**config.mk**
```make
export PLATFORM = sky130hd
export DESIGN_NAME = ppc_prescale
export DESIGN_NICKNAME = d
export VERILOG_FILES = /design/src/hdl/planar_pose_composer_macros.svh /design/src/hdl/ppc_pkg.sv /design/src/hdl/ppc_prescale.sv
export SDC_FILE = /design/constraint.sdc
export NUM_CORES = 2
export LEC_CHECK = 0
export BUFFER_PORTS_ARGS = -buffer_cell sky130_fd_sc_hd__clkbuf_2
export CAP_MARGIN = 20
export CORE_ASPECT_RATIO = 1.5
export CORE_MARGIN = 1
export CORE_UTILIZATION = 58
export CTS_CLUSTER_SIZE = 28
export DETAILED_ROUTE_END_ITERATION = 7
export GPL_TIMING_DRIVEN = 0
export PLACE_DENSITY_LB_ADDON = 0.1
export SLEW_MARGIN = 10
export SYNTH_ARGS = -nofsm -noshare
export SYNTH_HDL_FRONTEND = slang
export SYNTH_SLANG_ARGS = --single-unit
```
**constraint.sdc**
```tcl
create_clock -name clk_i -period 27.5 [get_ports clk_i]
set_input_delay 2.75 -clock clk_i [delete_from_list [all_inputs] [get_ports clk_i]]
set_output_delay 2.75 -clock clk_i [all_outputs]
set_load 0.01 [all_outputs]
```
**src/hdl/planar_pose_composer_macros.svh**
```systemverilog
// ---------------------------------------------------------------------------
// Assertion macros for the planar pose composer
// Concurrent checks that vanish when the design is synthesised.
// ---------------------------------------------------------------------------
`ifndef PLANAR_POSE_COMPOSER_MACROS_SVH
`define PLANAR_POSE_COMPOSER_MACROS_SVH

`ifndef SYNTHESIS

// Same-cycle implication, checked outside reset.
`define PPC_ASSERT_IMP(lbl, clk, rst_n, ante, cons) \
  lbl: assert property (@(posedge clk) disable iff (!(rst_n)) (ante) |-> (cons)) \
    else $error("planar_pose_composer: check failed");

// Next-cycle implication, checked outside reset.
`define PPC_ASSERT_NXT(lbl, clk, rst_n, ante, cons) \
  lbl: assert property (@(posedge clk) disable iff (!(rst_n)) (ante) |=> (cons)) \
    else $error("planar_pose_composer: check failed");

`else

`define PPC_ASSERT_IMP(lbl, clk, rst_n, ante, cons)
`define PPC_ASSERT_NXT(lbl, clk, rst_n, ante, cons)

`endif

`endif

```
**src/hdl/ppc_pkg.sv**
```systemverilog
// ---------------------------------------------------------------------------
// Planar pose composer package
// Widths, the CORDIC gain and arctangent table, and the datapath record
// that travels along the rotator chain.
// ---------------------------------------------------------------------------
package ppc_pkg;

  // Field widths of the request and the result.
  localparam int unsigned DataW  = 32;
  localparam int unsigned AngleW = 16;

  // Default number of rotator cells.
  localparam int unsigned CordicIterations = 16;

  // Rotator datapath: 48 bits of pre-scaled value plus headroom for the
  // CORDIC growth of about 1.65.
  localparam int unsigned CordicXW = 50;
  localparam int unsigned ZW       = 32;
  // Width after dropping the 16 guard bits.
  localparam int unsigned RndW     = CordicXW - 16;

  // CORDIC gain 0.60725 in Q0.32, held as a positive signed operand.
  localparam logic signed [32:0] KGainS = 33'sh0_9B74_EDA8;

  // Half of the 16 guard bits, for round half up.
  localparam int unsigned RoundHalf = 32768;

  // atan(2^-i) in units of 2^-32 of a turn.
  localparam logic [31:0] AtanTurn [32] = '{
    32'h2000_0000, 32'h12E4_051E, 32'h09FB_385B, 32'h0511_11D4,
    32'h028B_0D43, 32'h0145_D7E1, 32'h00A2_F61E, 32'h0051_7C55,
    32'h0028_BE53, 32'h0014_5F2F, 32'h000A_2F98, 32'h0005_17CC,
    32'h0002_8BE6, 32'h0001_45F3, 32'h0000_A2FA, 32'h0000_517D,
    32'h0000_28BE, 32'h0000_145F, 32'h0000_0A30, 32'h0000_0518,
    32'h0000_028C, 32'h0000_0146, 32'h0000_00A3, 32'h0000_0051,
    32'h0000_0029, 32'h0000_0014, 32'h0000_000A, 32'h0000_0005,
    32'h0000_0003, 32'h0000_0001, 32'h0000_0001, 32'h0000_0000
  };

  // One slot of the rotator chain.
  typedef struct packed {
    logic                       valid;
    logic signed [CordicXW-1:0] x;
    logic signed [CordicXW-1:0] y;
    logic signed [ZW-1:0]       z;
  } cordic_t;

endpackage

```
**src/hdl/ppc_prescale.sv**
```systemverilog
// ---------------------------------------------------------------------------
// Rotator front end
// Scales the translation by the CORDIC gain on one shared multiplier and
// folds the heading into the right half plane before the cell chain.
// ---------------------------------------------------------------------------
module ppc_prescale (
  input  logic                              clk_i,
  input  logic                              rst_ni,
  input  logic                              start_i,
  input  logic signed [ppc_pkg::DataW-1:0]  delta_x_i,
  input  logic signed [ppc_pkg::DataW-1:0]  delta_y_i,
  input  logic        [ppc_pkg::AngleW-1:0] heading_i,
  output ppc_pkg::cordic_t                  head_o
);

  localparam logic [1:0] SIdle = 2'd0;
  localparam logic [1:0] SMulX = 2'd1;
  localparam logic [1:0] SMulY = 2'd2;
  localparam logic [1:0] SFold = 2'd3;

  localparam int unsigned ProdW = 2 * ppc_pkg::DataW;
  localparam int unsigned ScalW = ProdW - 16;

  logic [1:0] state_q, state_d;

  logic signed [ppc_pkg::DataW-1:0]    dx_q, dy_q, mul_op;
  logic                                fold_q;
  logic signed [ppc_pkg::ZW-1:0]       z_q;
  logic signed [ProdW:0]               mul_full;
  logic signed [ProdW-1:0]             prod_q;
  logic signed [ScalW-1:0]             x0_q;
  logic signed [ppc_pkg::CordicXW-1:0] x0_ext, y0_ext;
  logic                                valid_q;
  logic signed [ppc_pkg::CordicXW-1:0] x_q, y_q;
  logic signed [ppc_pkg::ZW-1:0]       zo_q;

  // Sequencer: x product, then y product, then fold into the chain.
  always_comb begin
    state_d = state_q;
    unique case (state_q)
      SIdle: begin
        if (start_i) state_d = SMulX;
      end
      SMulX: state_d = SMulY;
      SMulY: state_d = SFold;
      SFold: state_d = SIdle;
      default: state_d = SIdle;
    endcase
  end

  always_ff @(posedge clk_i or negedge rst_ni) begin
    if (!rst_ni) begin
      state_q <= SIdle;
      valid_q <= 1'b0;
    end else begin
      state_q <= state_d;
      valid_q <= (state_q == SFold);
    end
  end

  // Shared gain multiplier; the product drops 16 bits to leave guard bits.
  assign mul_op   = (state_q == SMulX) ? dx_q : dy_q;
  assign mul_full = mul_op * ppc_pkg::KGainS;
  assign x0_ext   = ppc_pkg::CordicXW'(x0_q);
  assign y0_ext   = ppc_pkg::CordicXW'(signed'(prod_q[ProdW-1:16]));

  // Request capture. Headings in the second and third quadrant are turned
  // by half a turn, which negates the vector and flips the top angle bit.
  always_ff @(posedge clk_i) begin
    if (start_i) begin
      dx_q   <= delta_x_i;
      dy_q   <= delta_y_i;
      fold_q <= heading_i[ppc_pkg::AngleW-1] ^ heading_i[ppc_pkg::AngleW-2];
      z_q    <= signed'({heading_i[ppc_pkg::AngleW-2], heading_i[ppc_pkg::AngleW-2:0],
                         16'h0000});
    end
    prod_q <= mul_full[ProdW-1:0];
    if (state_q == SMulY) begin
      x0_q <= prod_q[ProdW-1:16];
    end
    if (state_q == SFold) begin
      x_q  <= fold_q ? -x0_ext : x0_ext;
      y_q  <= fold_q ? -y0_ext : y0_ext;
      zo_q <= z_q;
    end
  end

  assign head_o.valid = valid_q;
  assign head_o.x     = x_q;
  assign head_o.y     = y_q;
  assign head_o.z     = zo_q;

endmodule

```
Word-level counts from Yosys, hierarchy flattened
Cells that the tools add are included.

$add $sub $neg: 2. Multipliers: 1. Eq/ne operators: 4. Mux-type cells: 5. Bitwise logic cells: 1. Reduce and logical (&&, ||, !) cells: 1.

Operator list (count): 50-bit 2-to-1 mux (2); 48-bit negation with 50-bit output (2); 32-bit by 30-bit multiplier with 61-bit output, second input constant (1); 32-bit 2-to-1 mux (1); 2-bit case mux with 4 select lines (1); 2-bit == test, second input constant (2); 2-bit by 1-bit == test with 1-bit output, second input constant (1); 2-bit zero test (1); 2-bit 2-to-1 mux (1); 2-bit inequality test, second input constant (1); 1-bit XOR (1).

Bits in registers: 307. Bits of input ports: 83. Output and inout bits: 133. Word-level logic and storage cells: 25.

Depth between registers and ports, before layout
Depth in word-level cells: 3. Depth in mapped cells: 36. Gate-level depth less buffers: 31.

Worst setup path after synthesis
OpenSTA, ideal clock, no wires.

Path type: reg2reg. Start point: reg state_q[1]. End point: reg prod_q[62]. Setup time: 0.072 ns. Data arrival time: 9.310 ns. Data required time: 27.428 ns. Path slack: 18.118 ns. Stages on the path, launching flop included: 27. Path buffers: 3. Clock period less this slack: 9.382 ns. Path through: dfrtp_1 -> inv_1 -> ha_1 -> clkbuf_1 -> mux2_2 -> clkbuf_1 -> ha_1 -> fa_1 -> fa_1 -> fa_1 -> inv_1 -> fa_1 -> fa_1 -> fa_1 -> fa_1 -> inv_1 -> ha_1 -> clkbuf_1 -> nand2_1 -> or3_1 -> or2_2 -> or3_1 -> or2_2 -> o221ai_1 -> a31oi_1 -> o31ai_1 -> xor2_1.

Cells in the longest elaborated chain, start to end: 3.

Ends and longest elaborated chain: from (decl) (RTL line ppc_prescale.sv:24) `logic [1:0] state_q, state_d;`; from (signal assigned) (RTL line ppc_prescale.sv:53) `state_q <= SIdle;`; from (signal assigned) (RTL line ppc_prescale.sv:56) `state_q <= state_d;`; 2-bit by 1-bit == test with 1-bit output (RTL line ppc_prescale.sv:62) `assign mul_op = (state_q == SMulX) ? dx_q : dy_q;`; 32-bit 2-to-1 mux (RTL line ppc_prescale.sv:62); 32-bit by 30-bit multiplier with 61-bit output (RTL line ppc_prescale.sv:63) `assign mul_full = mul_op * ppc_pkg::KGainS;`; net mul_full[62] (RTL line ppc_prescale.sv:29) `logic signed [ProdW:0] mul_full;`; to (signal assigned) (RTL line ppc_prescale.sv:77) `prod_q <= mul_full[ProdW-1:0];`; to (decl) (RTL line ppc_prescale.sv:30) `logic signed [ProdW-1:0] prod_q;`.

The timed path passes the listed nets, and every way through them passes these cells. A chain may end at the register's enable or synchronous reset.

Worst setup path in the final report
Start point: reg state_q[1]. End point: reg prod_q[61].

The elaborated chain is that of the path after synthesis.

==> flow_metrics.py <==
metrics = {
    "critical_path": {
        "worstSetupPathType": "flop to flop",
        "setup.worst_path.end_class": "flop",
        "critPathMostFrequentCell": "inv_1",
        "cp_slowest_cell": "clkbuf_1",
        "cp.required_ns": 27.88,
        "cp_data_arrival_time_ns": 12.26,
        "cp-start-kind": "flop",
        "cpPeakStageDelay_ns": 0.90,
        "cp_max_fo": 10,
    },
    "layout": {
        "final_util": 0.647,
        "nFillCells": 4086,
        "drive_gt1_frac": 0.103,
        "layout.nets": 3770,
        "syn_to_final_growth_pct": 9.63,
        "antenna_cells": 0,
        "regArea_mm2": 0.00833,
        "multi_input_area_mm2": 0.0191,
    },
    "floorplanning": {
        "fp.dieW_um": 188,
        "die_h_um": 281,
        "start_util": 0.590,
        "io_pins": 216,
        "rows": 101,
        "die-area_mm2": 0.0528,
        "core-area_mm2": 0.0509,
    },
    "global_routing": {
        "antenna_found_initial": 0,
        "grt_pass1_vias": 21200,
        "grt_overflow": 0,
        "grt_pass1_wl_mm": 121,
        "groute.usage.overall": 0.314,
        "grt_start_max_net_pins": 71,
    },
    "clocking": {
        "cts_num_sinks": 294,
        "clk-insertion-delay-late_ns": 0.56,
        "cts_tree": "built",
        "post_cts_buffers": 0,
        "clockRootBuffer": "clkbuf_16",
        "cts_buffers": 26,
        "clkTransAtPathRegs_ns": 0.07,
        "cts_buffer_depth": 3,
        "hold_buffers": 0,
        "htree_levels": 1,
        "cts_resized": 0,
    },
    "sta": {
        "hold_violations": 0,
        "tns_ns": 0,
        "max_freq_mhz": 84.2,
        "min_period_over_period": 0.432,
        "timing.final.setup_violations": 0,
        "relSlewSlack": 0.244,
        "rsz0062_at_grt": "false",
        "fin_crit_ns": 11.88,
        "skew_ns": 0.0212,
        "worst_pin_slew_ns": 1.13,
        "slew_viol_final": 0,
    },
    "routing": {
        "wl_met2_mm": 41.6,
        "avgViaCountPerCell": 5.47,
        "drt_wl_total_mm": 80.5,
        "drt-met1-wl_mm": 30.8,
        "dr.pass1.iters": 7,
        "top_layer": "met4",
        "vias": 19800,
        "drt_iter0_markers": 1240,
        "drtAntennaViolNets": 0,
        "drt_drc_violations_left": 0,
        "routedWlPerCell_um": 22.2,
        "wl_met3_mm": 3.31,
    },
    "logic_synthesis": {
        "avgSynthCellArea_um2": 11.2,
        "mappedNetlistArea_mm2": 0.0301,
        "ys_async_sr_fraction": 0.0102,
        "ys_seq_elements": 294,
        "synth_top_area_share": 0.274,
        "ys_warn_count": 0,
        "synth-edff-count": 243,
        "syn_inst": 2682,
        "synth_ff_type": "edfxtp_1",
        "seq_area_frac_synth": 0.277,
        "synth_common_cells": "inv_1, fa_1, ha_1",
        "synthTopCellsByArea": "fa_1, edfxtp_1, ha_1",
        "ys_types": 71,
        "yosysTopAreaCell": "fa_1",
        "synth_most_common_cell": "inv_1",
    },
    "run_status": {
        "status": "finished clean",
    },
    "placement": {
        "dp_hpwl_mm": 70.5,
        "place.gp.congestion": 1.01,
        "portBuffers": 199,
    },
    "min_path": {
        "hp-class": "flop to flop",
    },
    "run": {
        "drv_cap": 0,
    },
}
==> path summary, 6_finish.rpt <==
| check | slack [ns] | cells after the start | startpoint | endpoint |
|---|---|---|---|---|
| setup reg to reg | 15.63 | 33 | state_q[1] | prod_q[61] |
| setup / recovery | 15.63 | 33 | state_q[1] | prod_q[61] |
| hold reg to reg | 0.42 | 0 | z_q[22] | zo_q[22] |
| max in group asynchronous | 25.40 | 1 | rst_ni | valid_q |
| hold / removal | 0.42 | 0 | z_q[22] | zo_q[22] |
| min in group asynchronous | 1.98 | 1 | rst_ni | state_q[0] |
==> metrics by stage <==
| step | cells | setup slack [ns] | instance area [um2] | hold WS (ns) |
|---|---|---|---|---|
| finish | 3618 | 15.63 | 33000 | 0.418 |
| detailed placement | 3569 | 15.68 | 32100 | 0.406 |
| CTS | 3617 | 15.61 | 32900 | 0.422 |
| global placement | 3565 | 15.83 | 31900 | 0.401 |
| floorplan | 2697 | 18.12 | 30100 | 0.400 |
| global route | 3618 | 15.00 | 33000 | 0.423 |
==> registers in the layout, indices dropped and copies added (netlist names) <==
register / flops
z_q: 15
zo_q: 15
x0_q: 48
dy_q: 32
x_q: 50
prod_q: 48
dx_q: 32
state_q: 2
fold_q: 1
y_q: 50
valid_q: 1
==> cell usage in the layout (no fill, tap or decap), drive strengths merged, types with 7 or more instances in the layout <==
cell type / instances
nor4: 7
clkbuf: 266
ha: 347
nand3: 18
a21o: 50
o31ai: 32
fa: 411
nor3: 17
a211oi: 7
dfxtp: 48
conb: 16
mux2i: 29
clkinv: 8
xor2: 94
nand4: 18
edfxtp: 243
or4: 17
buf: 28
nand2b: 12
o41ai: 16
mux2: 10
nand2: 81
o21bai: 13
inv: 649
or3: 14
nor2: 52
o21ai: 68
a21oi: 103
xnor2: 182
nor2b: 17
and3: 7
==> final cells by class <==
| type | instances | share of cell area |
|---|---|---|
| Multi-Input combinational cell | 1701 | 0.579 |
| Sequential cell | 294 | 0.253 |
| Inverter | 649 | 0.0739 |
| Timing Repair Buffer | 204 | 0.0330 |
| Tap cell | 669 | 0.0254 |
| Clock buffer | 37 | 0.0235 |
| Buffer | 53 | 0.00866 |
| Clock inverter | 11 | 0.00357 |
==> critical path, delay by kind of cell (launching register included) <==
kind	cells	cell delay, ns
XOR/XNOR	1	0.21
adder cells (fa/ha/maj)	10	4.09
flip-flops	1	0.44
buffers and inverters	12	3.20
multiplexers	1	0.72
AO/OA/AOI/OAI	6	2.21
AND/OR/NAND/NOR	3	0.81
==> kinds of logic after synthesis <==
family	Yosys count	share of synthesized area
other	1	0.000125
muxes	39	0.0134
xor gates and xnor gates	276	0.0804
and+or+nand+nor	279	0.0483
AOI/OAI and AO/OA	333	0.0720
adders and majority gates	758	0.418
DFF	294	0.277
buffers and inverters	702	0.0904
==> metal layers <==
metal / up-vias / track usage
met3: 201 / 0.0328
met4: 0 / 0.165
met1: 9807 / 0.358
met5: - / 0
li1: 9126 / -
met2: 658 / 0.577
Power is not shown: default switching activity piles up to over one toggle a cycle in this logic, so the estimate is an artifact.
