**config.mk**
```make
export PLATFORM = sky130hd
export DESIGN_NAME = ppc_accum
export DESIGN_NICKNAME = d
export VERILOG_FILES = /design/src/hdl/planar_pose_composer_macros.svh /design/src/hdl/ppc_pkg.sv /design/src/hdl/ppc_accum.sv
export SDC_FILE = /design/constraint.sdc
export NUM_CORES = 1
export LEC_CHECK = 0
export BUFFER_PORTS_ARGS = -buffer_cell sky130_fd_sc_hd__clkbuf_2
export CAP_MARGIN = 10
export CORE_ASPECT_RATIO = 1.4
export CORE_UTILIZATION = 40
export DETAILED_ROUTE_END_ITERATION = 12
export PLACE_DENSITY_LB_ADDON = 0.08
export REMOVE_ABC_BUFFERS = 1
export SLEW_MARGIN = 20
export SYNTH_ARGS = -nofsm -noshare
export SYNTH_HDL_FRONTEND = slang
export SYNTH_SLANG_ARGS = --single-unit
```
**constraint.sdc**
```tcl
create_clock -name clk_i -period 3.92 [get_ports clk_i]
set_input_delay 0.784 -clock clk_i [delete_from_list [all_inputs] [get_ports clk_i]]
set_output_delay 0.784 -clock clk_i [all_outputs]
set_load 0.02 [all_outputs]
```
**src/hdl/planar_pose_composer_macros.svh**
```systemverilog
// ---------------------------------------------------------------------------
// Assertion macros for the planar pose composer
// Concurrent checks that vanish when the design is synthesised.
// ---------------------------------------------------------------------------
`ifndef PLANAR_POSE_COMPOSER_MACROS_SVH
`define PLANAR_POSE_COMPOSER_MACROS_SVH

`ifndef SYNTHESIS

// Same-cycle implication, checked outside reset.
`define PPC_ASSERT_IMP(lbl, clk, rst_n, ante, cons) \
  lbl: assert property (@(posedge clk) disable iff (!(rst_n)) (ante) |-> (cons)) \
    else $error("planar_pose_composer: check failed");

// Next-cycle implication, checked outside reset.
`define PPC_ASSERT_NXT(lbl, clk, rst_n, ante, cons) \
  lbl: assert property (@(posedge clk) disable iff (!(rst_n)) (ante) |=> (cons)) \
    else $error("planar_pose_composer: check failed");

`else

`define PPC_ASSERT_IMP(lbl, clk, rst_n, ante, cons)
`define PPC_ASSERT_NXT(lbl, clk, rst_n, ante, cons)

`endif

`endif

```
**src/hdl/ppc_pkg.sv**
```systemverilog
// ---------------------------------------------------------------------------
// Planar pose composer package
// Widths, the CORDIC gain and arctangent table, and the datapath record
// that travels along the rotator chain.
// ---------------------------------------------------------------------------
package ppc_pkg;

  // Field widths of the request and the result.
  localparam int unsigned DataW  = 32;
  localparam int unsigned AngleW = 16;

  // Default number of rotator cells.
  localparam int unsigned CordicIterations = 16;

  // Rotator datapath: 48 bits of pre-scaled value plus headroom for the
  // CORDIC growth of about 1.65.
  localparam int unsigned CordicXW = 50;
  localparam int unsigned ZW       = 32;
  // Width after dropping the 16 guard bits.
  localparam int unsigned RndW     = CordicXW - 16;

  // CORDIC gain 0.60725 in Q0.32, held as a positive signed operand.
  localparam logic signed [32:0] KGainS = 33'sh0_9B74_EDA8;

  // Half of the 16 guard bits, for round half up.
  localparam int unsigned RoundHalf = 32768;

  // atan(2^-i) in units of 2^-32 of a turn.
  localparam logic [31:0] AtanTurn [32] = '{
    32'h2000_0000, 32'h12E4_051E, 32'h09FB_385B, 32'h0511_11D4,
    32'h028B_0D43, 32'h0145_D7E1, 32'h00A2_F61E, 32'h0051_7C55,
    32'h0028_BE53, 32'h0014_5F2F, 32'h000A_2F98, 32'h0005_17CC,
    32'h0002_8BE6, 32'h0001_45F3, 32'h0000_A2FA, 32'h0000_517D,
    32'h0000_28BE, 32'h0000_145F, 32'h0000_0A30, 32'h0000_0518,
    32'h0000_028C, 32'h0000_0146, 32'h0000_00A3, 32'h0000_0051,
    32'h0000_0029, 32'h0000_0014, 32'h0000_000A, 32'h0000_0005,
    32'h0000_0003, 32'h0000_0001, 32'h0000_0001, 32'h0000_0000
  };

  // One slot of the rotator chain.
  typedef struct packed {
    logic                       valid;
    logic signed [CordicXW-1:0] x;
    logic signed [CordicXW-1:0] y;
    logic signed [ZW-1:0]       z;
  } cordic_t;

endpackage

```
**src/hdl/ppc_accum.sv**
```systemverilog
// ---------------------------------------------------------------------------
// Pose accumulator
// Rounds the rotated translation, adds it to the position with saturation,
// advances the heading and holds the pose as the result register.
// ---------------------------------------------------------------------------
module ppc_accum (
  input  logic                              clk_i,
  input  logic                              rst_ni,
  input  logic                              start_i,
  input  logic        [ppc_pkg::AngleW-1:0] delta_angle_i,
  input  ppc_pkg::cordic_t                  tail_i,
  input  logic                              m_ready_i,
  output logic                              m_valid_o,
  output logic                              done_o,
  output logic signed [ppc_pkg::DataW-1:0]  pose_x_o,
  output logic signed [ppc_pkg::DataW-1:0]  pose_y_o,
  output logic        [ppc_pkg::AngleW-1:0] heading_o
);

  localparam int unsigned SumW = ppc_pkg::RndW + 1;
  localparam logic signed [ppc_pkg::DataW-1:0] PosMax = {1'b0, {(ppc_pkg::DataW-1){1'b1}}};
  localparam logic signed [ppc_pkg::DataW-1:0] PosMin = {1'b1, {(ppc_pkg::DataW-1){1'b0}}};

  logic        [ppc_pkg::AngleW-1:0]   da_q, heading_q;
  logic signed [ppc_pkg::DataW-1:0]    pos_x_q, pos_y_q, pos_x_d, pos_y_d;
  logic signed [ppc_pkg::CordicXW-1:0] xr, yr;
  logic signed [ppc_pkg::RndW-1:0]     rx_q, ry_q;
  logic signed [SumW-1:0]              sum_x, sum_y;
  logic                                pend_q, out_valid_q, load;

  // Round half up while dropping the guard bits.
  assign xr = tail_i.x + ppc_pkg::CordicXW'(ppc_pkg::RoundHalf);
  assign yr = tail_i.y + ppc_pkg::CordicXW'(ppc_pkg::RoundHalf);

  // Saturating position update.
  always_comb begin
    sum_x = SumW'(pos_x_q) + SumW'(rx_q);
    sum_y = SumW'(pos_y_q) + SumW'(ry_q);
    if (sum_x[SumW-1:ppc_pkg::DataW-1] == '0 || sum_x[SumW-1:ppc_pkg::DataW-1] == '1) begin
      pos_x_d = sum_x[ppc_pkg::DataW-1:0];
    end else begin
      pos_x_d = sum_x[SumW-1] ? PosMin : PosMax;
    end
    if (sum_y[SumW-1:ppc_pkg::DataW-1] == '0 || sum_y[SumW-1:ppc_pkg::DataW-1] == '1) begin
      pos_y_d = sum_y[ppc_pkg::DataW-1:0];
    end else begin
      pos_y_d = sum_y[SumW-1] ? PosMin : PosMax;
    end
  end

  // The pose is loaded once the result register is free.
  assign load = pend_q && (!out_valid_q || m_ready_i);

  always_ff @(posedge clk_i or negedge rst_ni) begin
    if (!rst_ni) begin
      pend_q      <= 1'b0;
      out_valid_q <= 1'b0;
      pos_x_q     <= '0;
      pos_y_q     <= '0;
      heading_q   <= '0;
    end else begin
      if (load) begin
        pend_q      <= 1'b0;
        out_valid_q <= 1'b1;
        pos_x_q     <= pos_x_d;
        pos_y_q     <= pos_y_d;
        heading_q   <= heading_q + da_q;
      end else begin
        if (tail_i.valid) pend_q <= 1'b1;
        if (m_ready_i) out_valid_q <= 1'b0;
      end
    end
  end

  // Request angle and rounded rotation, both held until the load.
  always_ff @(posedge clk_i) begin
    if (start_i) da_q <= delta_angle_i;
    if (tail_i.valid) begin
      rx_q <= xr[ppc_pkg::CordicXW-1:16];
      ry_q <= yr[ppc_pkg::CordicXW-1:16];
    end
  end

  assign m_valid_o = out_valid_q;
  assign done_o    = load;
  assign pose_x_o  = pos_x_q;
  assign pose_y_o  = pos_y_q;
  assign heading_o = heading_q;

endmodule

```
-- Yosys cells after proc, flatten, opt, wreduce, memory -nomap -nowiden
Cells that the tools add are included.
- bits in writable memories: 0
- latch bits: 0
- memories kept: 0
- register bits after elaboration: 166
- output and inout port bits: 82
- bits in read-only memories: 0
- shift-type cells: 0
- multiplexer cells: 8
- bitwise logic cells: 0
- multiply operators: 0
- order comparisons: 0
- reductions and logical operators: 9
- equal/unequal tests: 2
- add/subtract/negate cells: 5
- div/mod/pow operators: 0
- operator list (operator ; number):
    $mux 32 ; 4
    $add 50x16->50 const B ; 2
    $add 32x34->35 ; 2
    $add 16x16->16 ; 1
    $eq 4x4->1 const B ; 2
    $logic_not 4->1 ; 2
    $mux 1 ; 4
    $reduce_bool 2->1 ; 2
    $logic_or 1x1->1 ; 3
    $logic_and 1x1->1 ; 1
    $logic_not 1->1 ; 1

-- Logic depth before layout (Yosys ltp)
- word-level depth: 4
- gate-level depth with buffers: 15
- depth with buffers taken out: 13

-- Least setup slack after synthesis
Ideal clock, no wire load.
- kind: reg2reg
- start: reg pos_x_q, in the netlist pose_x_o[20]
- end: reg pos_x_q, in the netlist pose_x_o[24]
- path slack: 0.544 ns
- data required time: 3.816 ns
- path buffers: 3
- stages on the path, launching flop included: 15
- arrival: 3.273 ns
- library setup time: 0.104 ns
- clock period less this slack: 3.376 ns
- cells stage by stage: dfrtp_1 > ha_1 > clkbuf_1 > a21o_1 > a21oi_1 > o221ai_1 > a31o_2 > a221o_1 > a41oi_1 > xnor2_1 > nand4b_4 > and2_4 > buf_6 > buf_6 > o311ai_1
- longest elaborated chain between the ends: 4
- RTL lines (item ; RTL line ; source):
    start: declaration ; ppc_accum.sv:25 ; logic signed [ppc_pkg::DataW-1:0] pos_x_q, pos_y_q, pos_x_d, pos_y_d;
    start signal: assignment ; ppc_accum.sv:65 ; pos_x_q <= pos_x_d;
    $add 32x34->35 (*) ; ppc_accum.sv:37 ; sum_x = SumW'(pos_x_q) + SumW'(rx_q);
    $eq 4x4->1 or $logic_not 4->1 (tied branches) ; ppc_accum.sv:39 ; if (sum_x[SumW-1:ppc_pkg::DataW-1] == '0 || sum_x[SumW-1:ppc_pkg::DataW-1] == '1) begin
    $logic_or 1x1->1 ; ppc_accum.sv:39 ;
    $mux 32 (*) ; ppc_accum.sv:39 ;
Every way passes the cells marked *; elsewhere a longest branch is shown, timed or not.
A chain may end at the register's enable or synchronous reset.

-- Worst setup path in the final report
- start: reg pos_x_q, in the netlist pose_x_o[0]
- end: reg pos_x_q, in the netlist pose_x_o[6]
The elaborated chain is that of the path after synthesis.

==> flow_metrics.env <==
export IMPL_postSynthCellCount=1176
export IMPL_critPathBufInv=3
export IMPL_dp_hpwl_um=22000
export IMPL_start_kind="flip-flop"
export IMPL_antenna_found_initial=4
export IMPL_initial_core_util=0.409
export IMPL_finalNetCount=1595
export IMPL_cts_max_level=4
export IMPL_worst_pin_slew_ns=0.951
export IMPL_die_h_um=202
export IMPL_cts_hold_buf=0
export IMPL_worstSkewPairLatency_ns=0.44
export IMPL_totalPowerFinal_mw=12.0
export IMPL_min_path_cells=1
export IMPL_critPathTopFamily="compound AO/OA/AOI/OAI gates"
export IMPL_reg2reg_slack_ns=0.18
export IMPL_grt_pass1_wl_um=45700
export IMPL_setup_violations_final=0
export IMPL_synth_flop_cell="edfxtp_1"
export IMPL_io_buffers=172
export IMPL_max_freq_ghz=0.267
export IMPL_async_flop_share=0.494
export IMPL_layout_cells_non_filler=1739
export IMPL_r2r_end="pose_x_o[6]"
export IMPL_outcome="finished clean"
export IMPL_post_route_period_util=0.955
export IMPL_die_area_um2=29200
export IMPL_fp_dieW_um=145
export IMPL_pwr_density_cell_nw_per_um2=895
export IMPL_drc_errors=0
export IMPL_placed_cells=1703
export IMPL_dp_slack_ns=0.158
export IMPL_ir_drop_v=0.000295
export IMPL_slew_violations=0
export IMPL_num_io_pins=235
export IMPL_ys_seq_elements=166
export IMPL_critPathRequiredTime_ns=4.18
export IMPL_gp_congestion=0.830
export IMPL_post_route_util=0.484
export IMPL_timing_final_crit_period_ns=3.74
export IMPL_timing_rr_start="pose_x_o[0]"
export IMPL_fin_ws_ns=0.175
export IMPL_hold_viol=0
export IMPL_criticalPathCategory="flip-flop to flip-flop"
export IMPL_endpoint_kind="flip-flop"
export IMPL_ff2ff_path_depth=15
export IMPL_cp_arrival_ns=4.00
export IMPL_min_from="heading_o[15]"
export IMPL_grt_overflow=0
export IMPL_totalNegativeSetupSlack_ns=0
export IMPL_cts_made_buffers=17
export IMPL_ys_types=72
export IMPL_hold_path_end="heading_o[15]"
export IMPL_grt_max_degree=87
export IMPL_core_um2=27800
export IMPL_n_fill_cell=2647
export IMPL_drtIter0Drc=403
export IMPL_root_buffer="clkbuf_16"
export IMPL_detail_route_antenna_nets=0
export IMPL_ys_seq_area_frac=0.401
export IMPL_p_leak_nw=5.64
export IMPL_areaGrowthSynthToFinish_pct=18.2
export IMPL_ys_warn_count=0
export IMPL_cp_max_fo=13
export IMPL_worst_path_max_delay_cell="o31a_1"
export IMPL_final_common_cell="clkbuf_2"
export IMPL_avgSynthCellArea_um2=9.69
export IMPL_netlist_area_um2=11400
export IMPL_path_clk_slew_ns=0.06
export IMPL_cts_tree="built"
export IMPL_grt_util_all_layers=0.203
export IMPL_slew_headroom=0.366
export IMPL_grt_pass1_vias=9285
export IMPL_drt_total_wl_um=29200
export IMPL_drv_cap=0
export IMPL_drive_gt1_frac=0.193
export IMPL_dr_pass1_iters=5
export IMPL_cpPeakStageDelay_ns=0.43
export IMPL_hp_class="flip-flop to flip-flop"
export IMPL_finalClockSkew_ns=0.0108
export IMPL_routed_via_density=5.41
export IMPL_layout_common_cells="170 x clkbuf_2, 123 x nand2_1, 85 x ha_1"
export IMPL_vias=9407
export IMPL_synth_edf_count=84
export IMPL_wl_per_cell_um=16.8
export IMPL_std_cell_rows=72
export IMPL_crit_chain="ha_1 -> inv_1 -> fa_1 -> nor2b_1 -> o31a_1 -> o311ai_2 -> nand3_2 -> o31a_1 -> a2111oi_4 -> o21bai_2 -> nor2b_1 -> o311ai_4 -> buf_4 -> buf_12 -> o311ai_0"
export IMPL_clock_sinks=166
export IMPL_clock_path_buffers=2
[cells by family after synthesis]
logic type                 Yosys count  synth area share
xor gates and xnor gates           132             0.102
buffers and inverters               67            0.0249
adders and majority gates           88            0.0986
muxes                                2           0.00176
DFF                                166             0.401
AOI/OAI and AO/OA                  315             0.199
and+or+nand+nor                    406             0.172
[metal layers]
metal	vias to the layer above	routed length (um)	track usage
li1	4782	-	-
met1	4410	11900	0.217
met2	174	15500	0.385
met3	39	1090	0.0343
met4	2	716	0.0771
met5	-	17	0
[Yosys cell counts (all sizes together) (11+ instances only)]
library cell / instances / area share
nor3: 69 / 0.031
o21a: 16 / 0.011
nand4: 23 / 0.013
edfxtp: 84 / 0.22
clkbuf: 28 / 0.0092
o21ai: 55 / 0.024
nor2: 70 / 0.023
ha: 85 / 0.093
xnor2: 83 / 0.064
o21bai: 11 / 0.0072
buf: 12 / 0.0068
a21oi: 72 / 0.032
dfrtp: 82 / 0.18
nand2b: 13 / 0.0071
o311ai: 31 / 0.027
a21o: 32 / 0.021
xor2: 49 / 0.038
and3: 22 / 0.012
o32a: 22 / 0.019
a31oi: 13 / 0.0071
nand2: 124 / 0.041
inv: 27 / 0.0089
nand3: 41 / 0.018
[metrics by stage]
step                      hold WS, ns  cell area (um2)
after floorplan                 0.457            11200
after global placement          0.464            12800
after detailed placement        0.467            12800
after CTS                       0.479            13400
after global routing            0.498            13500
final                           0.473            13500
[report_power, final]
| group | leakage (nW) | internal (mW) | total [mW] | switching (mW) |
|---|---|---|---|---|
| clock | 0.294 | 1.00 | 1.73 | 0.727 |
| sequential | 1.75 | 2.38 | 2.82 | 0.441 |
| combinational | 3.60 | 3.01 | 7.49 | 4.49 |
| total | 5.64 | 6.39 | 12.0 | 5.66 |
[registers in the layout, indices dropped and copies added (netlist names)]
signal / flops
pose_x_o: 32
rx_q: 34
pose_y_o: 32
pend_q: 1
da_q: 16
heading_o: 16
m_valid_o: 1
ry_q: 34
[layout make-up]
type                       instances  area (um2)  share of cell area
clock inverter                     9        87.6             0.00650
multi-input combinational        943        6570               0.488
inverter                          27         101             0.00753
tap                              370         463              0.0344
clock buffer                      22         518              0.0385
timing repair buffer             199        1150              0.0851
antenna                            3        7.51            0.000557
sequential                       166        4570               0.340
[how the worst max path moves through the flow]
stage                      startpoint  depth (start not counted)  slack (ns)           end
after global placement    pose_x_o[0]                         14        0.20   pose_x_o[6]
after CTS                 pose_x_o[0]                         14        0.14   pose_x_o[6]
after global routing      pose_x_o[0]                         15       -0.01   pose_x_o[6]
after detailed placement  pose_x_o[0]                         14        0.16   pose_x_o[6]
after floorplan             m_ready_i                          6       -0.75  pose_y_o[28]
final                     pose_x_o[0]                         15        0.18   pose_x_o[6]
[what timing repair did]
item	CTS	global route
buffers inserted	0	1
gates resized for setup	0	4
endpoints found under the setup margin	0	30
Note: power is estimated with default switching activity, not from simulation.
