$ cat src/hdl/planar_pose_composer_macros.svh
// ---------------------------------------------------------------------------
// Assertion macros for the planar pose composer
// Concurrent checks that vanish when the design is synthesised.
// ---------------------------------------------------------------------------
`ifndef PLANAR_POSE_COMPOSER_MACROS_SVH
`define PLANAR_POSE_COMPOSER_MACROS_SVH

`ifndef SYNTHESIS

// Same-cycle implication, checked outside reset.
`define PPC_ASSERT_IMP(lbl, clk, rst_n, ante, cons) \
  lbl: assert property (@(posedge clk) disable iff (!(rst_n)) (ante) |-> (cons)) \
    else $error("planar_pose_composer: check failed");

// Next-cycle implication, checked outside reset.
`define PPC_ASSERT_NXT(lbl, clk, rst_n, ante, cons) \
  lbl: assert property (@(posedge clk) disable iff (!(rst_n)) (ante) |=> (cons)) \
    else $error("planar_pose_composer: check failed");

`else

`define PPC_ASSERT_IMP(lbl, clk, rst_n, ante, cons)
`define PPC_ASSERT_NXT(lbl, clk, rst_n, ante, cons)

`endif

`endif

$ cat src/hdl/ppc_pkg.sv
// ---------------------------------------------------------------------------
// Planar pose composer package
// Widths, the CORDIC gain and arctangent table, and the datapath record
// that travels along the rotator chain.
// ---------------------------------------------------------------------------
package ppc_pkg;

  // Field widths of the request and the result.
  localparam int unsigned DataW  = 32;
  localparam int unsigned AngleW = 16;

  // Default number of rotator cells.
  localparam int unsigned CordicIterations = 16;

  // Rotator datapath: 48 bits of pre-scaled value plus headroom for the
  // CORDIC growth of about 1.65.
  localparam int unsigned CordicXW = 50;
  localparam int unsigned ZW       = 32;
  // Width after dropping the 16 guard bits.
  localparam int unsigned RndW     = CordicXW - 16;

  // CORDIC gain 0.60725 in Q0.32, held as a positive signed operand.
  localparam logic signed [32:0] KGainS = 33'sh0_9B74_EDA8;

  // Half of the 16 guard bits, for round half up.
  localparam int unsigned RoundHalf = 32768;

  // atan(2^-i) in units of 2^-32 of a turn.
  localparam logic [31:0] AtanTurn [32] = '{
    32'h2000_0000, 32'h12E4_051E, 32'h09FB_385B, 32'h0511_11D4,
    32'h028B_0D43, 32'h0145_D7E1, 32'h00A2_F61E, 32'h0051_7C55,
    32'h0028_BE53, 32'h0014_5F2F, 32'h000A_2F98, 32'h0005_17CC,
    32'h0002_8BE6, 32'h0001_45F3, 32'h0000_A2FA, 32'h0000_517D,
    32'h0000_28BE, 32'h0000_145F, 32'h0000_0A30, 32'h0000_0518,
    32'h0000_028C, 32'h0000_0146, 32'h0000_00A3, 32'h0000_0051,
    32'h0000_0029, 32'h0000_0014, 32'h0000_000A, 32'h0000_0005,
    32'h0000_0003, 32'h0000_0001, 32'h0000_0001, 32'h0000_0000
  };

  // One slot of the rotator chain.
  typedef struct packed {
    logic                       valid;
    logic signed [CordicXW-1:0] x;
    logic signed [CordicXW-1:0] y;
    logic signed [ZW-1:0]       z;
  } cordic_t;

endpackage

$ cat src/hdl/ppc_cell.sv
// ---------------------------------------------------------------------------
// Rotator cell
// One CORDIC micro-rotation with a fixed shift, registered, passing its
// result to the next cell every cycle.
// ---------------------------------------------------------------------------
module ppc_cell #(
  parameter int unsigned Shift = 0
) (
  input  logic             clk_i,
  input  logic             rst_ni,
  input  ppc_pkg::cordic_t cell_i,
  output ppc_pkg::cordic_t cell_o
);

  localparam logic [4:0]                  AtanIdx = 5'(Shift);
  localparam logic signed [ppc_pkg::ZW-1:0] Atan  = signed'(ppc_pkg::AtanTurn[AtanIdx]);

  logic                                valid_q;
  logic signed [ppc_pkg::CordicXW-1:0] x_q, y_q, x_d, y_d;
  logic signed [ppc_pkg::ZW-1:0]       z_q, z_d;
  logic signed [ppc_pkg::CordicXW-1:0] x_sh, y_sh;

  // Micro-rotation towards zero residual angle.
  always_comb begin
    x_sh = cell_i.x >>> Shift;
    y_sh = cell_i.y >>> Shift;
    if (!cell_i.z[ppc_pkg::ZW-1]) begin
      x_d = cell_i.x - y_sh;
      y_d = cell_i.y + x_sh;
      z_d = cell_i.z - Atan;
    end else begin
      x_d = cell_i.x + y_sh;
      y_d = cell_i.y - x_sh;
      z_d = cell_i.z + Atan;
    end
  end

  // The valid flag is control; the payload follows without reset.
  always_ff @(posedge clk_i or negedge rst_ni) begin
    if (!rst_ni) begin
      valid_q <= 1'b0;
    end else begin
      valid_q <= cell_i.valid;
    end
  end

  always_ff @(posedge clk_i) begin
    x_q <= x_d;
    y_q <= y_d;
    z_q <= z_d;
  end

  assign cell_o.valid = valid_q;
  assign cell_o.x     = x_q;
  assign cell_o.y     = y_q;
  assign cell_o.z     = z_q;

endmodule

$ cat config.mk
export PLATFORM = sky130hd
export DESIGN_NAME = ppc_cell
export DESIGN_NICKNAME = d
export VERILOG_FILES = /design/src/hdl/planar_pose_composer_macros.svh /design/src/hdl/ppc_pkg.sv /design/src/hdl/ppc_cell.sv
export SDC_FILE = /design/constraint.sdc
export NUM_CORES = 1
export LEC_CHECK = 0
export BUFFER_PORTS_ARGS = -buffer_cell sky130_fd_sc_hd__clkbuf_2
export CORE_MARGIN = 4
export CORE_UTILIZATION = 35
export CTS_BUF_LIST = sky130_fd_sc_hd__clkbuf_16
export DETAILED_ROUTE_END_ITERATION = 8
export SLEW_MARGIN = 20
export SYNTH_ARGS = -nofsm -noshare
export SYNTH_HDL_FRONTEND = slang
export SYNTH_SLANG_ARGS = --single-unit
$ cat constraint.sdc
create_clock -name clk_i -period 1.9 [get_ports clk_i]
set_clock_uncertainty 0.2 [all_clocks]
set_input_delay 0.57 -clock clk_i [delete_from_list [all_inputs] [get_ports clk_i]]
set_output_delay 0.57 -clock clk_i [all_outputs]
set_load 0.01 [all_outputs]
# == Word-level counts from Yosys, hierarchy flattened ==
# Cells that the tools add are included.
# op_classes
add_sub_neg,5
muxes,3
# ops
op,count
50-bit 2-to-1 mux,2
50-bit subtractor,2
50-bit adder,1
32-bit by 31-bit adder with 32-bit output (second input constant),1
32-bit 2-to-1 mux,1
32-bit by 31-bit subtractor with 32-bit output (second input constant),1
# totals
elab_cells,12
output_inout_bits,133
register_bits,133

# == Depth between registers and ports, before layout ==
# Gate-level depths: netlist of run 1.
# depth
ltp_word,2
mapped_depth,14
mapped_depth_nobuf,13

# == Worst setup path after synthesis of run 1 ==
# OpenSTA, ideal clock, no wires.
# synth_path
kind,input-to-reg
startpoint,input port cell_i[32] (netlist bit)
endpoint,register y_q[32] (netlist bit)
arrival_time_ns,2.924
required_time_ns,1.570
n_path_buf,0
setup_ns,0.130
setup_slack_ns,-1.354
path_stages,12
cell_sequence,ha_1 -> fa_1 -> or3b_1 -> nand3_1 -> a21oi_2 -> a21oi_2 -> o311ai_1 -> a21boi_2 -> o311ai_1 -> and3_1 -> mux2i_1 -> xnor2_1
# synth_between
elab_chain_cells,2
elab_cells_between_ends,3
# synth_lines
element,line_no,text
start: declaration,ppc_cell.sv:11,"input ppc_pkg::cordic_t cell_i,"
50-bit adder or 50-bit subtractor (tied branches),"ppc_cell.sv:29, ppc_cell.sv:33",
50-bit 2-to-1 mux (*),ppc_cell.sv:27,if (!cell_i.z[ppc_pkg::ZW-1]) begin
via y_d (one bit),ppc_cell.sv:19,"logic signed [ppc_pkg::CordicXW-1:0] x_q, y_q, x_d, y_d;"
end signal: assignment,ppc_cell.sv:49,y_q <= y_d;
end: declaration,ppc_cell.sv:19,
# Mark *: on every way through the listed nets, which the timed path passes. The rest lies on a longest branch.

# == Worst setup path after layout of run 1 ==
# layout_path
startpoint,input port cell_i[82] (netlist bit)
endpoint,register y_q[48] (netlist bit)
# Same word-level chain as after synthesis.

==> results of run 1 <==
[worst paths after layout]
path                       startpoint  endpoint  slack (ns)  cells after the start
setup / recovery           cell_i[82]   y_q[48]       -1.31                     17
hold / removal             cell_i[18]   z_q[18]        0.02                      1
max in group asynchronous      rst_ni   valid_q        1.15                      2
min in group asynchronous      rst_ni   valid_q        0.26                      2
[kinds of logic after synthesis]
kind of cell,after synthesis,synth area share
flops,132,0.216
mux,31,0.0253
simple gates,384,0.154
compound gates,555,0.290
fa+ha+maj,164,0.170
xor+xnor,95,0.0678
buf+inv,233,0.0777
[power breakdown]
| part | total, mW | switching [mW] | leakage (nW) | internal (mW) |
|---|---|---|---|---|
| logic | 7.36 | 3.79 | 9.27 | 3.57 |
| clock network | 3.34 | 1.58 | 0.281 | 1.76 |
| registers | 3.52 | 0.187 | 1.12 | 3.33 |
| total | 14.2 | 5.56 | 10.7 | 8.65 |
[synth_stat cells, types with 5 or more instances]
cell / count
sky130_fd_sc_hd__a21oi_2: 6
sky130_fd_sc_hd__o211ai_1: 8
sky130_fd_sc_hd__a21boi_0: 12
sky130_fd_sc_hd__o311a_1: 8
sky130_fd_sc_hd__or2_2: 6
sky130_fd_sc_hd__nor2b_1: 21
sky130_fd_sc_hd__ha_1: 160
sky130_fd_sc_hd__nand2b_1: 10
sky130_fd_sc_hd__a211oi_1: 16
sky130_fd_sc_hd__dfxtp_1: 131
sky130_fd_sc_hd__buf_4: 5
sky130_fd_sc_hd__mux2i_1: 31
sky130_fd_sc_hd__xnor2_1: 73
sky130_fd_sc_hd__o21ai_1: 10
sky130_fd_sc_hd__o31ai_1: 8
sky130_fd_sc_hd__and3_1: 9
sky130_fd_sc_hd__o21bai_1: 38
sky130_fd_sc_hd__o221ai_1: 5
sky130_fd_sc_hd__a21oi_1: 205
sky130_fd_sc_hd__buf_2: 23
sky130_fd_sc_hd__a21o_1: 33
sky130_fd_sc_hd__clkinv_1: 5
sky130_fd_sc_hd__o21ai_0: 111
sky130_fd_sc_hd__clkbuf_1: 28
sky130_fd_sc_hd__nor4_1: 14
sky130_fd_sc_hd__inv_1: 152
sky130_fd_sc_hd__nand2_1: 88
sky130_fd_sc_hd__nand4_1: 20
sky130_fd_sc_hd__nand3_1: 27
sky130_fd_sc_hd__nor3_1: 32
sky130_fd_sc_hd__nor2_1: 119
sky130_fd_sc_hd__a31oi_1: 11
sky130_fd_sc_hd__buf_1: 14
sky130_fd_sc_hd__or3_1: 7
sky130_fd_sc_hd__o21a_1: 16
sky130_fd_sc_hd__xor2_1: 22
[layout make-up]
cell class              instances  area [um^2]
repair buffers                954         6970
inverters                     158          661
flip-flops and latches        132         2650
well taps                     455          569
clock buffers                  17          425
clock inverters                15          154
fillers                      3000        12300
multi-input cells            1229        10800
[worst max-delay path: stages]
cell and delay, ns:
sky130_fd_sc_hd__buf_8 0.10, sky130_fd_sc_hd__buf_6 0.11, sky130_fd_sc_hd__buf_6 0.11, sky130_fd_sc_hd__ha_4 0.15
sky130_fd_sc_hd__fa_2 0.37, sky130_fd_sc_hd__nor2b_4 0.14, sky130_fd_sc_hd__o31a_1 0.19, sky130_fd_sc_hd__buf_4 0.14
sky130_fd_sc_hd__o21a_4 0.14, sky130_fd_sc_hd__a21o_1 0.23, sky130_fd_sc_hd__o21ai_1 0.16, sky130_fd_sc_hd__a21oi_2 0.19
sky130_fd_sc_hd__nor3_2 0.07, sky130_fd_sc_hd__buf_4 0.13, sky130_fd_sc_hd__o2111ai_1 0.16, sky130_fd_sc_hd__a21boi_2 0.19
sky130_fd_sc_hd__xor2_1 0.21
[layer usage]
metal / vias up / share of wire / global-route usage
met1: 7144 / 0.43 / 0.348
met2: 614 / 0.48 / 0.462
met5: - / 0 / 0
li1: 7412 / - / -
met3: 119 / 0.064 / 0.0514
met4: 0 / 0.034 / 0.0944
[stage by stage]
step	TNS [ns]	util	instances	setup WS (ns)
2_1_floorplan	-74.57	-	1594	-1.19
3_3_place_gp	-133.57	0.554	2861	-2.11
3_5_place_dp	-135.31	0.554	2861	-2.12
4_1_cts	-82.69	0.604	2919	-1.33
5_1_grt	-89.04	0.643	2960	-1.35
6_report	-84.74	0.643	2960	-1.31
[registers in the layout, indices dropped and copies added (netlist names)]
| name | count |
|---|---|
| z_q | 32 |
| valid_q | 1 |
| x_q | 50 |
| y_q | 49 |
[layout by cell type (no fill, tap or decap), types with 56 or more instances in the layout]
| cell type | instances |
|---|---|
| sky130_fd_sc_hd__a21oi_2 | 56 |
| sky130_fd_sc_hd__inv_1 | 134 |
| sky130_fd_sc_hd__a21oi_1 | 140 |
| sky130_fd_sc_hd__nand2_1 | 77 |
| sky130_fd_sc_hd__buf_4 | 616 |
| sky130_fd_sc_hd__dfxtp_1 | 131 |
| sky130_fd_sc_hd__buf_6 | 66 |
| sky130_fd_sc_hd__ha_1 | 130 |
| sky130_fd_sc_hd__clkbuf_2 | 249 |
| sky130_fd_sc_hd__nor2_1 | 101 |
| sky130_fd_sc_hd__xnor2_1 | 65 |
| sky130_fd_sc_hd__o21ai_0 | 65 |
[what timing repair did]
| action | CTS | global route |
|---|---|---|
| endpoints found under the hold margin | 2 | 4 |
| hold buffers | 2 | 4 |
| setup endpoints to repair | 91 | 92 |
| gates resized for setup | 194 | 253 |
| setup buffers | 28 | 49 |
| pin swaps | 88 | 156 |
==> results by stage, run 1 <==
Outcome:
- The flow ran to the end, but the final reports show violations.
- The checks that failed: negative setup slack.

GRT:
- The largest net degree at the start of global routing is 43.
- The aggregate global-route resource usage is 0.273.
- The first global-routing pass estimated 82,500 um of wire.
- The initial antenna violation count is 0.
- The number of global-route vias before repair is 15,100.
- For this run the aggregate overflow at the end of global routing stands at 0.

Cells and area:
- The finished cells cover 0.0222 mm^2.
- The area overhead of the layout relative to synthesis is 81.2%.
- The net total in the final layout is 2,791.
- The fraction of final layout cells sized beyond drive strength 1 is 0.529.
- The number of antenna diodes is 0.

Worst setup path:
- The worst setup path is captured at a flip-flop.
- The worst setup path is launched from a primary input.
- The largest fanout of any net on the critical path is 2.
- The worst setup path is of the in -> reg kind.
- For the worst setup path, the data arrival time is 3.35 ns.
- Data on the critical path is required at its endpoint by 2.05 ns.

Logic synthesis:
- The portion of synthesized cell area occupied by the leading cell type is 0.214.
- The largest total area in the synthesized netlist belongs to sky130_fd_sc_hd__dfxtp_1.
- The post-synthesis average cell area is 7.70 um^2.
- In the synthesized netlist the async set-or-reset flop fraction comes to 0.00758.
- The yosys synthesis warning count is 0.
- Yosys mapped a number of flops with a built-in enable equal to 0.
- The number of register bits inferred by synthesis is 132.
- The share of the Yosys chip area taken by registers is 0.216.
- Among all flip-flop cells after synthesis, the most frequent one is sky130_fd_sc_hd__dfxtp_1.
- Sorting the synthesized cells by area gives the leading types as sky130_fd_sc_hd__dfxtp_1 21%, sky130_fd_sc_hd__ha_1 16%, sky130_fd_sc_hd__a21oi_1 8.4%.
- The area of the mapped netlist is 0.0123 mm^2.
- The distinct cell type count of the synthesized netlist is 94.
- The post-synth net total is 1,893.
- The cell count after synthesis came out at 1,594.

Run:
- The max-capacitance violation count is 0.

Placed design:
- The count of buffers added on input and output ports is 267.
- Routability-driven placement finished with a final weighted congestion of 0.997.
- The post-place instance area is 0.0191 mm^2.
- The wire-length estimate of the detail-placed layout is 45,100 um.

STA:
- The final setup violation count is 91.
- The maximum achievable frequency is 0.312 GHz.
- The max-slew violation count was 0.
- Setup repair after global routing could not meet its margin everywhere.
- The number of hold violations in the final report was 0.
- At the pin with the least slew margin, the transition time is 0.699 ns.
- Subtracting the final worst setup slack from the clock period gives 3.21 ns.
- The slack of the critical path is -1.31 ns.
- In this run the tightest slew margin relative to its limit is 0.529.
- Of the available clock period, the critical path in the final layout requires 1.69.
- The minimum hold slack is 0.0240 ns.

CTS:
- The TritonCTS clock tree is yes.
- The tree is rooted in a sky130_fd_sc_hd__clkbuf_16.
- Buffers inserted during clock tree synthesis total 17.
- The worst-case clock buffer depth is 2.
- The H-tree was split into 4 levels.
- The tree built by TritonCTS fans out to 132 sinks.
- After clock tree synthesis, the clock-pin slew on the worst setup and hold paths is 0.07 ns.

Floorplan:
- In this run the horizontal extent of the chip is 195 um.
- In this run the core area contains 68 standard-cell rows.
- The area of the core is 0.0345 mm^2.
- The die covers 0.0381 mm^2.
- The initial core utilization is 0.355.
- The floorplan die height is 195 um.
- The number of I/O pins is 268.

Power:
- Dividing total power by cell area gives a power density of 639 mW/mm^2.
- VDD sags by at most 0.611 mV.
- The cell leakage power is 10.7 nW.
- Total power for the finished layout comes to 14.2 mW.

Routing:
- The count of nets left with antenna violations once routing finished came out at 0.
- The number of detailed-route iterations in the first pass is 5.
- Dividing the detail-routed via count by the number of cells gives 5.17.
- The number of design-rule violations left by the first detailed-router iteration is 1,117.
- For this block, the via count after detailed routing is 15,300.
- The total wire length is 55,900 um.
- In the final routed layout, each cell accounts on average for 18.9 um.
- In the routed design, unresolved DRC markers number 0.

Min path:
- The worst hold path class is in -> reg.
Note: power is estimated with default switching activity, not from simulation.
==> run 2: changes to the inputs <==
- SETUP_SLACK_MARGIN: default -> 0.1
==> run 2 against run 1 <==
  * The run still ends with negative setup slack left
  * Hold slack lost 0.0013 ns
  * Total power grew 0.15%
  * First-iteration DRC count grew 4.7%
  * Maximum frequency grew 0.54%
  * Sequential cell count is the same
  * Routed wire length grew 0.40%
  * Largest cell class unchanged
==> results by stage, run 2 (synthesis results as in run 1) <==
Outcome:
- The run finished, with violations left.
- The checks that failed: negative setup slack.

CTS:
- The H-tree level count is 4.
- The clock tree root buffer cell is sky130_fd_sc_hd__clkbuf_16.
- After clock tree synthesis, the clock-pin slew on the worst setup and hold paths is 0.07 ns.
- The number of clock buffers added by TritonCTS is 17.
- The worst-case clock buffer depth is 2.
- The total number of clock tree sinks is 132.
- The TritonCTS clock tree is yes.

Floorplan:
- The die boundary width is 195 um.
- The initial core utilization is 0.355.
- Measured along the y axis, the die boundary spans 195 um.
- After floorplanning, the core was sized to cover 0.0345 mm^2.
- The die outline area is 0.0381 mm^2.
- The number of I/O pins is 268.
- The number of placement rows is 68.

STA:
- Setup violations remaining at the end of the flow were counted as 92.
- The number of hold violations in the final report is 0.
- Measured against its own limit, the worst slew margin works out to 0.435.
- Dividing the final minimum period by the clock period gives 1.68.
- Setup slack on the critical path of the routed design comes to -1.29 ns.
- The max-slew violation count is 0.
- The final critical path time including I/O delays and setup is 3.19 ns.
- Static timing analysis puts the maximum clock frequency at 0.314 GHz.
- At the pin with the least slew margin, the transition time is 0.838 ns.
- Setup repair after global routing could not meet its margin everywhere.

Worst setup path:
- In this design, the largest share of critical-path delay is due to compound AO/OA/AOI/OAI gates.
- The critical path buffer and inverter count is 2.
- The type of origin of the critical path is a primary input.
- The largest fanout of any net on the critical path is 3.
- The critical path goes through buf_8, ha_4, fa_2, or3b_4, nand3_4, a21oi_4, a21oi_4, o311ai_4, a21boi_4, o311ai_4, buf_6, o311ai_4, mux2i_1, xor2_1.
- The kind of critical path is in -> reg.
- The largest stage delay on the critical path is 0.42 ns.
- The type of destination of the critical path is a flip-flop.
- The critical path data arrival time is 3.36 ns.
- STA puts the critical path data required time at 2.07 ns.
- The worst-path cell with the longest stage delay is sky130_fd_sc_hd__o311ai_4.
- The cell repeated most along the worst path is sky130_fd_sc_hd__o311ai_4.

GRT:
- The first global-routing pass estimated 83,200 um of wire.
- The initial antenna violation count came to 0.
- The total overflow left after global routing is 0.
- The number of global-route vias before repair is 15,200.
- The largest net degree at the start of global routing is 43.
- For this run, the total global-route usage over all layers was measured as 0.275.

Cells and area:
- The library cell used most frequently in the layout, excluding fill and tap cells, is sky130_fd_sc_hd__buf_4.
- In the layout the commonest cells are 627 x sky130_fd_sc_hd__buf_4, 247 x sky130_fd_sc_hd__clkbuf_2, 138 x sky130_fd_sc_hd__a21oi_1.
- The net count of the finished layout is 2,798.
- The top register by number of flip-flops is x_q.
- In the final layout, the share of cells above drive strength 1 is 0.530.
- The post-route cell area is 0.0223 mm^2.
- The non-filler instance count after layout is 2,967.
- The flip-flop count of the largest register after layout is 50.
- In the final layout, the registers with the most flip-flops are x_q x50, y_q x49, z_q x32.
- The number of antenna diodes is 0.
- The area overhead of the layout relative to synthesis is 81.4%.

Routing:
- The post-detailed-route count of antenna-violating nets is 0.
- The vias after detailed routing is 15,400.
- In this run, the number of DRC markers left after iteration 0 of detailed routing was 1,169.
- The number of detailed-route iterations in the first pass is 5.
- The post-detailed-route DRC marker count is 0.
- Dividing the detail-routed wire length by the instance count gives 18.9 um.
- The routed design has 56,100 um of wire.
- The via density per instance is 5.17.

Placed design:
- Counting tap cells, the placed design contains a total of 2,861 instances.
- In this run the cell area measured after placement is 0.0191 mm^2.
- Buffers placed on the I/O ports in this run total 267.
- The weighted congestion reported at the end of routability-driven placement is 0.997.
- The HPWL after detailed placement is 45,100 um.
- Prior to clock tree synthesis, the placed netlist has a worst setup slack of -2.12 ns.

Power:
- Dividing total power by cell area gives a power density of 640 mW/mm^2.
- VDD sags by at most 0.623 mV.
- In this run the static leakage power is 10.7 nW.

Min path:
- The min-delay analysis places its worst path in the category in -> reg.
- The start point of the worst hold path is cell_i[18].
- The capture endpoint of the worst hold path is z_q[18].
- Along the worst hold path, the cell count comes to 1.

Run:
- Across the run, the number of max-cap violations was 0.
## run 2: cell types whose count changed in the layout (fill, tap and decap cells not counted), moves of 3 or more
cell,before,now
sky130_fd_sc_hd__buf_4,616,627
sky130_fd_sc_hd__clkbuf_8,0,3
sky130_fd_sc_hd__dlygate4sd3_1,6,3
sky130_fd_sc_hd__buf_6,66,60
## run 2: through the flow
step	setup TNS [ns]	power, mW	hold WS [ns]	util
4_1_cts	-84.56	13.7	0.0000979	0.610
5_1_grt	-92.04	14.9	0.00135	0.644
2_1_floorplan	-74.57	6.53	0.0744	-
6_report	-87.16	14.2	0.0227	0.644
3_3_place_gp	-133.57	9.73	0.145	0.554
3_5_place_dp	-135.31	9.77	0.146	0.554
## run 2: cell type report
cell class | count | area, um^2
Clock buffer | 17 | 425
Clock inverter | 15 | 154
Fill cell | 2970 | 12300
Inverter | 158 | 661
Multi-Input combinational cell | 1229 | 10800
Sequential cell | 132 | 2650
Tap cell | 455 | 569
Timing Repair Buffer | 961 | 7040
## run 2: power by group
group	internal [mW]	leakage, nW	switching [mW]
sequential	3.33	1.12	0.183
clock	1.76	0.281	1.58
combinational	3.59	9.30	3.79
## run 2: timing repair
| action | in CTS | in global routing |
|---|---|---|
| pin swaps | 96 | 150 |
| hold buffers | 2 | 1 |
| endpoints found under the setup margin | 92 | 94 |
| hold endpoints to repair | 2 | 1 |
| setup buffers | 33 | 47 |
| gates resized for setup | 227 | 214 |
## run 2: worst max-delay path by stage
| stage | cells past startpoint | startpoint | slack, ns | endpoint |
|---|---|---|---|---|
| after floorplan | 12 | cell_i[32] | -1.19 | x_q[38] |
| after global placement | 14 | cell_i[82] | -2.11 | x_q[48] |
| after detailed placement | 14 | cell_i[82] | -2.12 | x_q[48] |
| after CTS | 14 | cell_i[82] | -1.33 | x_q[48] |
| after global routing | 14 | cell_i[42] | -1.34 | y_q[39] |
| final | 14 | cell_i[82] | -1.29 | y_q[42] |
## run 2: metal layers
layer | GRT usage | up-vias | routed length [um]
met5 | 0 | - | 0
met4 | 0.0928 | 0 | 1760
met3 | 0.0499 | 101 | 3350
met2 | 0.469 | 563 | 27000
met1 | 0.350 | 7258 | 24000
li1 | - | 7428 | -
==> run 3: changes to the inputs <==
- GPL_TIMING_DRIVEN: default -> 0
==> run 3 against run 2 <==
  * The run still ends with negative setup slack left
  * Cell count is 16% lower
  * Sequential cell count stayed put
  * Count of clock-buffer cells in the layout stayed put
  * Total power is 6.7% lower
  * First-iteration DRC count is 22% higher
  * Critical path depth stayed put
  * Cell area is 15% lower
  * Sequential share of layout area is 2.1 points higher
  * Maximum frequency is 4.6% lower
==> results by stage, run 3 (synthesis results as in run 1) <==
Routing:
- The total wire length is 54,800 um.
- The average wire per cell in the routed design is 22.0 um.
- The met2 routed wirelength is 25,700 um.
- Detailed routing inserted a total of 14,000 vias.
- The uppermost metal layer occupied by signal nets is met4.
- The post-detailed-route count of antenna-violating nets is 0.
- The detailed router finished its first iteration with 1,423 violations.
- Using the TritonRoute via totals, the vias-per-cell ratio works out to 5.61.
- The total length of routed met3 wires is 4190 um.
- The routed length on met1 is 22,500 um.
- For this run, design rule violations remaining after detail routing come to 0.
- The first detailed-routing pass ran for 6 iterations.

Floorplan:
- The core region is 0.0345 mm^2.
- After floorplanning, the core was divided into 68 placement rows.
- The floorplan die height is 195 um.
- The initial core utilization is 0.355.
- The die boundary width is 195 um.
- In this run the count of I/O pins placed on the die edge is 268.
- The floorplan step defined a die boundary enclosing 0.0381 mm^2.

Placed design:
- In this run the cell area measured after placement is 0.0148 mm^2.
- The weighted congestion reported at the end of routability-driven placement is 0.989.
- The HPWL after detailed placement is 41,600 um.
- The count of buffers inserted at the top-level ports is 266.
- The number of placed instances, taps included, is 2,315.
- The pre-CTS setup slack is -2.45 ns.

STA:
- The slack of the critical path is -1.44 ns.
- Dividing the final minimum period by the clock period gives 1.76.
- The relative max-transition margin is 0.222.
- The number of hold violations in the final report is 0.
- Based on the critical path, the design can be clocked at up to 0.299 GHz.
- The max-slew violation count is 0.
- The transition time at the pin with the least slew margin is 1.17 ns.
- The tightest hold path in the finished design has a slack of 0.0266 ns.
- After layout, the minimum clock period comes to 3.34 ns.
- Setup violations remaining at the end of the flow were counted as 90.
- In the final timing run, aggregate negative setup slack is -88.99 ns.
- Setup repair after global routing could not meet its margin everywhere.

Cells and area:
- The register with the most flip-flops in the layout has 50 of them.
- After routing the design area is 0.0190 mm^2.
- Summing all multi-input logic gate instances after layout gives 0.0110 mm^2.
- In the final layout, the registers with the most flip-flops are x_q x50, y_q x49, z_q x32.
- The filler cell count in the final layout is 3,245.
- The area occupied by registers is 0.00265 mm^2.
- Leaving out fill and tap cells, the most frequent cells in the layout are 253 x sky130_fd_sc_hd__clkbuf_2, 135 x sky130_fd_sc_hd__ha_1, 133 x sky130_fd_sc_hd__inv_1.
- The area growth from synthesis to layout is 54.5%.
- At the end of the flow the core is filled with cells to 0.549.
- The net total in the final layout is 2,318.
- The library cell used most frequently in the layout, excluding fill and tap cells, is sky130_fd_sc_hd__clkbuf_2.
- Excluding fillers, the count of instances in the completed layout stands at 2,488.
- Of the cells placed in the final design, the portion with a size suffix greater than 1 is 0.423.
- The top register by number of flip-flops is x_q.

CTS:
- The total number of clock tree sinks is 132.
- In this run the clock root is driven by a sky130_fd_sc_hd__clkbuf_16.
- The worst-case clock buffer depth is 2.
- Clock-pin slew was measured on the worst setup and hold paths at 0.06 ns.
- CTS built an H-tree with a depth of 4.
- The TritonCTS clock tree is yes.
- In this run, CTS created clock tree buffers numbering 17.

Outcome:
- The flow ran to the end, but the final reports show violations.
- The final reports fail on negative setup slack.

Power:
- The design draws 13.3 mW.
- The maximum ir drop on the vdd rail is 0.684 mV.
- Dividing total power by cell area gives a power density of 701 mW/mm^2.
- In this run the static leakage power is 8.46 nW.

Worst setup path:
- Among all stages on the critical path, the largest delay is contributed by sky130_fd_sc_hd__a311o_2.
- The family with the most delay on the worst path is compound AO/OA/AOI/OAI gates.
- The most critical setup path has its endpoint at y_q[46].
- Counting both buffers and inverters, the worst setup path holds a total of 2.
- The worst setup path is launched from a primary input.
- STA classifies the critical path endpoint as a flip-flop.
- The critical path is of the in -> reg type.
- The largest stage delay on the critical path is 0.41 ns.
- The worst setup path startpoint is cell_i[82].
- Data arrives at the worst endpoint at 3.43 ns.
- The largest fanout of any net on the critical path is 4.
- The required time of the critical path is 1.99 ns.
- Traced cell by cell, the critical path runs through buf_8, ha_4, fa_2, or3b_4, nand3_4, a21oi_4, a211oi_4, o21ai_4, nand3_2, a311o_2, a31oi_4, buf_12, or4_1, nand4_1.
- The critical path depth in cells is 14.

GRT:
- The global-route congestion overflow total is 0.
- The initial antenna violation count is 1.
- The largest net degree at the start of global routing is 17.
- The number of global-route vias before repair came to 13,600.
- The first global-routing pass estimated 80,000 um of wire.
- Across every metal layer, demand over resource in global routing totals 0.269.

Run:
- The max-capacitance violation count is 0.

Min path:
- The worst hold path class is in -> reg.
==> run 3: routing by layer <==
layer	global-route usage	up-vias
li1	-	6468
met1	0.343	6634
met2	0.446	713
met3	0.0576	138
met4	0.102	0
met5	0	-
==> run 3: worst min-delay path by stage <==
stage          startpoint  endpoint  slack [ns]  cells past startpoint
2_1_floorplan      rst_ni   valid_q        0.07                      0
3_3_place_gp       rst_ni   valid_q        0.15                      1
3_5_place_dp       rst_ni   valid_q        0.15                      1
4_1_cts        cell_i[26]   z_q[26]      0.0006                      1
5_1_grt        cell_i[26]   z_q[26]       0.002                      1
6_report       cell_i[25]   z_q[25]        0.03                      1
==> run 3: power by group <==
group,internal (mW),switching (mW),total (mW)
registers,3.33,0.151,3.48
clock network,1.97,1.43,3.40
logic,2.70,3.70,6.40
total,8.00,5.28,13.3
==> run 3: what timing repair did <==
item	in CTS	in global routing
gates resized for setup	315	232
gates cloned	1	0
pin swaps	126	119
endpoints found under the hold margin	18	0
buffers inserted	75	58
endpoints found under the setup margin	100	98
hold buffers	18	0
==> run 3: area by class of cell <==
type | count | area share
multi-input cells | 1229 | 0.580
repair buffers | 411 | 0.155
flip-flops and latches | 132 | 0.140
inverters | 158 | 0.0345
well taps | 455 | 0.0300
plain buffers | 70 | 0.0289
clock buffers | 17 | 0.0224
clock inverters | 15 | 0.00904
diodes | 1 | 0.000132
